File: src/sv/oli_pkg.sv
// ----------------------------------------------------------------------------
// oli_pkg
// Types, sizes and codes shared by the ordered list files.
// ----------------------------------------------------------------------------
package oli_pkg;

    localparam int CAPACITY    = 64;
    localparam int VALUE_WIDTH = 32;

    localparam int OP_W      = 3;
    localparam int POS_W     = 7;
    localparam int IN_VAL_W  = 32;
    localparam int CNT_OUT_W = 7;
    localparam int CNT_W     = $clog2(CAPACITY + 1);
    localparam int AT_W      = (CNT_W > POS_W) ? CNT_W : POS_W;

    localparam logic [CNT_W-1:0] CAP_CNT = CNT_W'(CAPACITY);

    typedef logic [VALUE_WIDTH-1:0] t_val;
    typedef logic [CAPACITY-1:0]    t_mask;

    typedef enum logic [OP_W-1:0] {
        OP_INSERT      = 3'd0,
        OP_APPEND      = 3'd1,
        OP_REMOVE_AT   = 3'd2,
        OP_REMOVE_LAST = 3'd3,
        OP_REMOVE_VAL  = 3'd4
    } t_op;

    typedef enum logic [1:0] {
        CA_HOLD,
        CA_LEFT,
        CA_RIGHT,
        CA_LOAD
    } t_cell_act;

    typedef struct packed {
        t_cell_act act;
        logic      live;
    } t_cell_ctl;

    function automatic t_val to_val(input logic [IN_VAL_W-1:0] x);
        t_val r;
        for (int i = 0; i < VALUE_WIDTH; i++) begin
            r[i] = (i < IN_VAL_W) ? x[i] : 1'b0;
        end
        return r;
    endfunction

    function automatic logic [IN_VAL_W-1:0] to_out(input t_val x);
        logic [IN_VAL_W-1:0] r;
        for (int i = 0; i < IN_VAL_W; i++) begin
            r[i] = (i < VALUE_WIDTH) ? x[i] : 1'b0;
        end
        return r;
    endfunction

endpackage

File: src/sv/oli_cell.sv
// ----------------------------------------------------------------------------
// oli_cell
// One list slot: holds an entry, shifts with its neighbors, flags a match.
// ----------------------------------------------------------------------------
module oli_cell (
    input  logic               i_clk,
    input  oli_pkg::t_cell_ctl i_ctl,
    input  oli_pkg::t_val      i_left,
    input  oli_pkg::t_val      i_right,
    input  oli_pkg::t_val      i_new,
    input  oli_pkg::t_val      i_key,
    output oli_pkg::t_val      o_data,
    output logic               o_match
);
    import oli_pkg::*;

    t_val r_data;
    logic r_match;

    always_ff @(posedge i_clk) begin
        case (i_ctl.act)
            CA_LEFT:  r_data <= i_left;
            CA_RIGHT: r_data <= i_right;
            CA_LOAD:  r_data <= i_new;
            default:  r_data <= r_data;
        endcase
        r_match <= i_ctl.live && (r_data == i_key);
    end

    assign o_data  = r_data;
    assign o_match = r_match;

endmodule

File: config.mk
export PLATFORM = sky130hd
export DESIGN_NAME = oli_cell
export DESIGN_NICKNAME = d
export VERILOG_FILES = /design/src/sv/oli_pkg.sv /design/src/sv/oli_cell.sv
export SDC_FILE = /design/constraint.sdc
export NUM_CORES = 1
export LEC_CHECK = 0
export BUFFER_PORTS_ARGS = -buffer_cell sky130_fd_sc_hd__buf_2
export CORE_MARGIN = 1.5
export CORE_UTILIZATION = 40
export CTS_BUF_LIST = sky130_fd_sc_hd__clkbuf_2 sky130_fd_sc_hd__clkbuf_4 sky130_fd_sc_hd__clkbuf_8
export CTS_CLUSTER_SIZE = 10
export DETAILED_ROUTE_END_ITERATION = 16
export PLACE_DENSITY = 0.83
export SLEW_MARGIN = 20
export SYNTH_ARGS = -nofsm -noshare
export SYNTH_HDL_FRONTEND = slang
export SYNTH_SLANG_ARGS = --single-unit
File: constraint.sdc
create_clock -name i_clk -period 2 [get_ports i_clk]
set_clock_uncertainty 0.15 [all_clocks]
set_input_delay 0.2 -clock i_clk [delete_from_list [all_inputs] [get_ports i_clk]]
set_output_delay 0.2 -clock i_clk [all_outputs]
set_load 0.005 [all_outputs]
==> impl_metrics.py <==
metrics = {
    "power_and_ir_drop": {
        "ir_drop_mv": 0.3066,
        "power_frac_seq_pct": 49.9,
        "power_density_mw_per_mm2": 618.3,
        "power_frac_comb_pct": 24.5,
        "switching_share_pct": 26.92,
        "p_leak_nw": 1.461,
        "switchingPower_uw": 489.9,
        "p_int_mw": 1.330,
        "clock_power_share_pct": 25.5,
    },
    "placement": {
        "place_inst": 407,
        "pre_cts_ws_ns": 0.3984,
        "gp_congestion": 0.7921,
        "dp_hpwl_um": 4458,
        "portBuffers": 164,
    },
    "critical_path": {
        "slowest_delay_ns": 0.43,
        "critPathMaxFanout": 2,
        "r2r-start": "o_data[28]",
        "required_ns": 2.05,
        "cp_data_arrival_time_ns": 1.63,
        "crit_chain": "xor2_1, nor4_1, nand4_1, nor3_2",
        "end_kind": "flop",
        "cp-start-kind": "flop",
        "ff2ff_path_depth": 4,
        "slowest_stage": "nor4_1",
        "crit_start": "o_data[28]",
        "path_class": "flop to flop",
    },
    "floorplanning": {
        "rows": 25,
        "die_height_um": 73.68,
        "die_w_um": 73.68,
        "core_area_mm2": 0.004755,
        "initial_core_util_pct": 42.03,
        "ioPinCount": 165,
        "dieArea_mm2": 0.005429,
    },
    "cts": {
        "holdBufCountCts": 0,
        "cts_buffer_depth": 2,
        "clk-insertion-delay-late_ns": 0.28,
        "cts_tree": "yes",
        "cts_made_buffers": 5,
        "cts_max_level": 2,
        "cts.reportedPaths.clkPinSlew_ns": 0.06,
        "cts_setup_buffers": 0,
        "cts_root_buf": "clkbuf_8",
        "clock_sinks": 33,
        "cts_resized": 0,
    },
    "sta": {
        "min_period_ns": 1.580,
        "fin_tns_setup_ns": 0,
        "hold_viol": 0,
        "fin_hold_ws_ns": 0.02919,
        "slew_headroom_pct": 49.07,
        "tightest_slew_ns": 0.7640,
        "rsz0062_at_grt": "false",
        "setup_viol": 0,
        "finalWorstSetupSlack_ns": 0.4199,
        "maxSlewViolCount": 0,
        "fmax_mhz": 632.9,
        "post-route-period-util_pct": 79.01,
    },
    "finish": {
        "post-route-util_pct": 61.92,
        "final_cell_mix": "164 x buf_2, 32 x mux2i_1, 32 x nor2_1, 32 x a21oi_1, 32 x edfxtp_1",
        "nNetsFinal": 479,
        "drive_gt1_share_pct": 50.00,
        "fill_cells": 453,
        "stdcell_count": 415,
        "area_delta_synth_final_pct": 47.34,
        "antenna_cells": 0,
        "final_common_cell": "buf_2",
    },
    "grt": {
        "grt_antenna_before_repair": 0,
        "grt_max_degree": 65,
        "track_usage_pct": 20.23,
        "grt_pass1_vias": 1884,
        "grt_pass1_wl_um": 8155,
        "grt_use_met3_pct": 6.584,
        "grt-ovfl-total": 0,
        "grt.met1_usage_pct": 20.75,
        "grt_busiest_layer": "met2",
        "grt_util_met2_pct": 38.04,
    },
    "synthesis": {
        "yosys.cell_types.count": 17,
        "yosysWarnings": 0,
        "avgSynthCellArea_um2": 10.80,
        "synth_top_cell_area_share_pct": 48.09,
        "yosysTopAreaCell": "edfxtp_1",
        "ys_ff_latch": 33,
        "yosysSeqAreaShare_pct": 49.09,
        "synthTopCellsByArea": "edfxtp_1 48%, mux2i_1 16%, xor2_1 14%",
        "synth_nets": 317,
        "synth_cells": 185,
        "synth_area_mm2": 0.001998,
    },
    "detailed_routing": {
        "via_per_inst": 4.776,
        "vias": 1982,
        "finalWirelength_um": 5627,
        "wl_per_cell_um": 13.56,
        "drc": 0,
        "drtAntennaViolNets": 0,
        "drt_iter0_markers": 128,
        "first_pass_iters": 4,
    },
    "job": {
        "max-cap-violations": 0,
    },
    "worst_hold_path": {
        "hold_depth": 3,
        "hold_class": "primary input to flop",
        "hold_start": "i_ctl[0]",
    },
    "outcome": {
        "outcome": "finished clean",
    },
}
[cell families after synthesis]
kind of cell	share of synthesized area, %
AOI/OAI and AO/OA	8.015
xor gates and xnor gates	14.03
buffers and inverters	2.755
DFF	49.09
muxes	16.03
and+or+nand+nor	10.08
[power by group through the flow]
stage | Sequential, mW | Clock (mW) | Combinational (mW)
2_1_floorplan | 0.927 | 0 | 0.195
3_3_place_gp | 0.919 | 0 | 0.437
6_report | 0.909 | 0.465 | 0.447
3_5_place_dp | 0.924 | 0 | 0.449
5_1_grt | 0.920 | 0.518 | 0.495
4_1_cts | 0.910 | 0.485 | 0.451
[area by class of cell]
type / count / area (um2) / area share (%)
Sequential cell: 33 / 980.9 / 33.32
Multi-Input combinational cell: 141 / 962.2 / 32.68
Timing Repair Buffer: 166 / 835.8 / 28.39
Tap cell: 67 / 83.83 / 2.847
Clock buffer: 5 / 68.82 / 2.337
Clock inverter: 3 / 12.51 / 0.4250
[cell usage after synthesis (all sizes together)]
master / count
nor4: 7
xnor2: 1
buf: 7
clkbuf: 4
nand3: 2
nor2: 32
edfxtp: 32
a21oi: 32
xor2: 31
dfxtp: 1
nor3: 2
or2: 1
nand4: 1
mux2i: 32
[stage by stage]
step	area (um2)	power, mW
2_1_floorplan	1998	1.121
3_3_place_gp	2863	1.356
3_5_place_dp	2863	1.373
4_1_cts	2944	1.846
5_1_grt	2944	1.933
6_report	2944	1.820
[flip-flops by register name, indices dropped and copies added, names as in the netlist]
| signal | count |
|---|---|
| o_data | 32 |
| o_match | 1 |
[critical path, delay by kind of cell, from the launching register on]
family	cells	cell delay (ns)
xor gates and xnor gates	1	0.16
DFF	1	0.40
and+or+nand+nor	3	0.80
[routing by layer]
| layer | up-vias | share of wire (%) | wire length [um] |
|---|---|---|---|
| met3 | 6 | 6.6 | 370 |
| met5 | - | 0 | 0 |
| met1 | 900 | 37 | 2101 |
| met4 | 0 | 1.2 | 66 |
| met2 | 87 | 55 | 3089 |
| li1 | 989 | - | - |
[final timing paths]
check	end	slack [ns]
hold reg to reg	o_match	0.47
hold / removal	o_match	0.03
setup / recovery	o_match	0.42
setup reg to reg	o_match	0.42
Power figures use the tool's default switching activity.
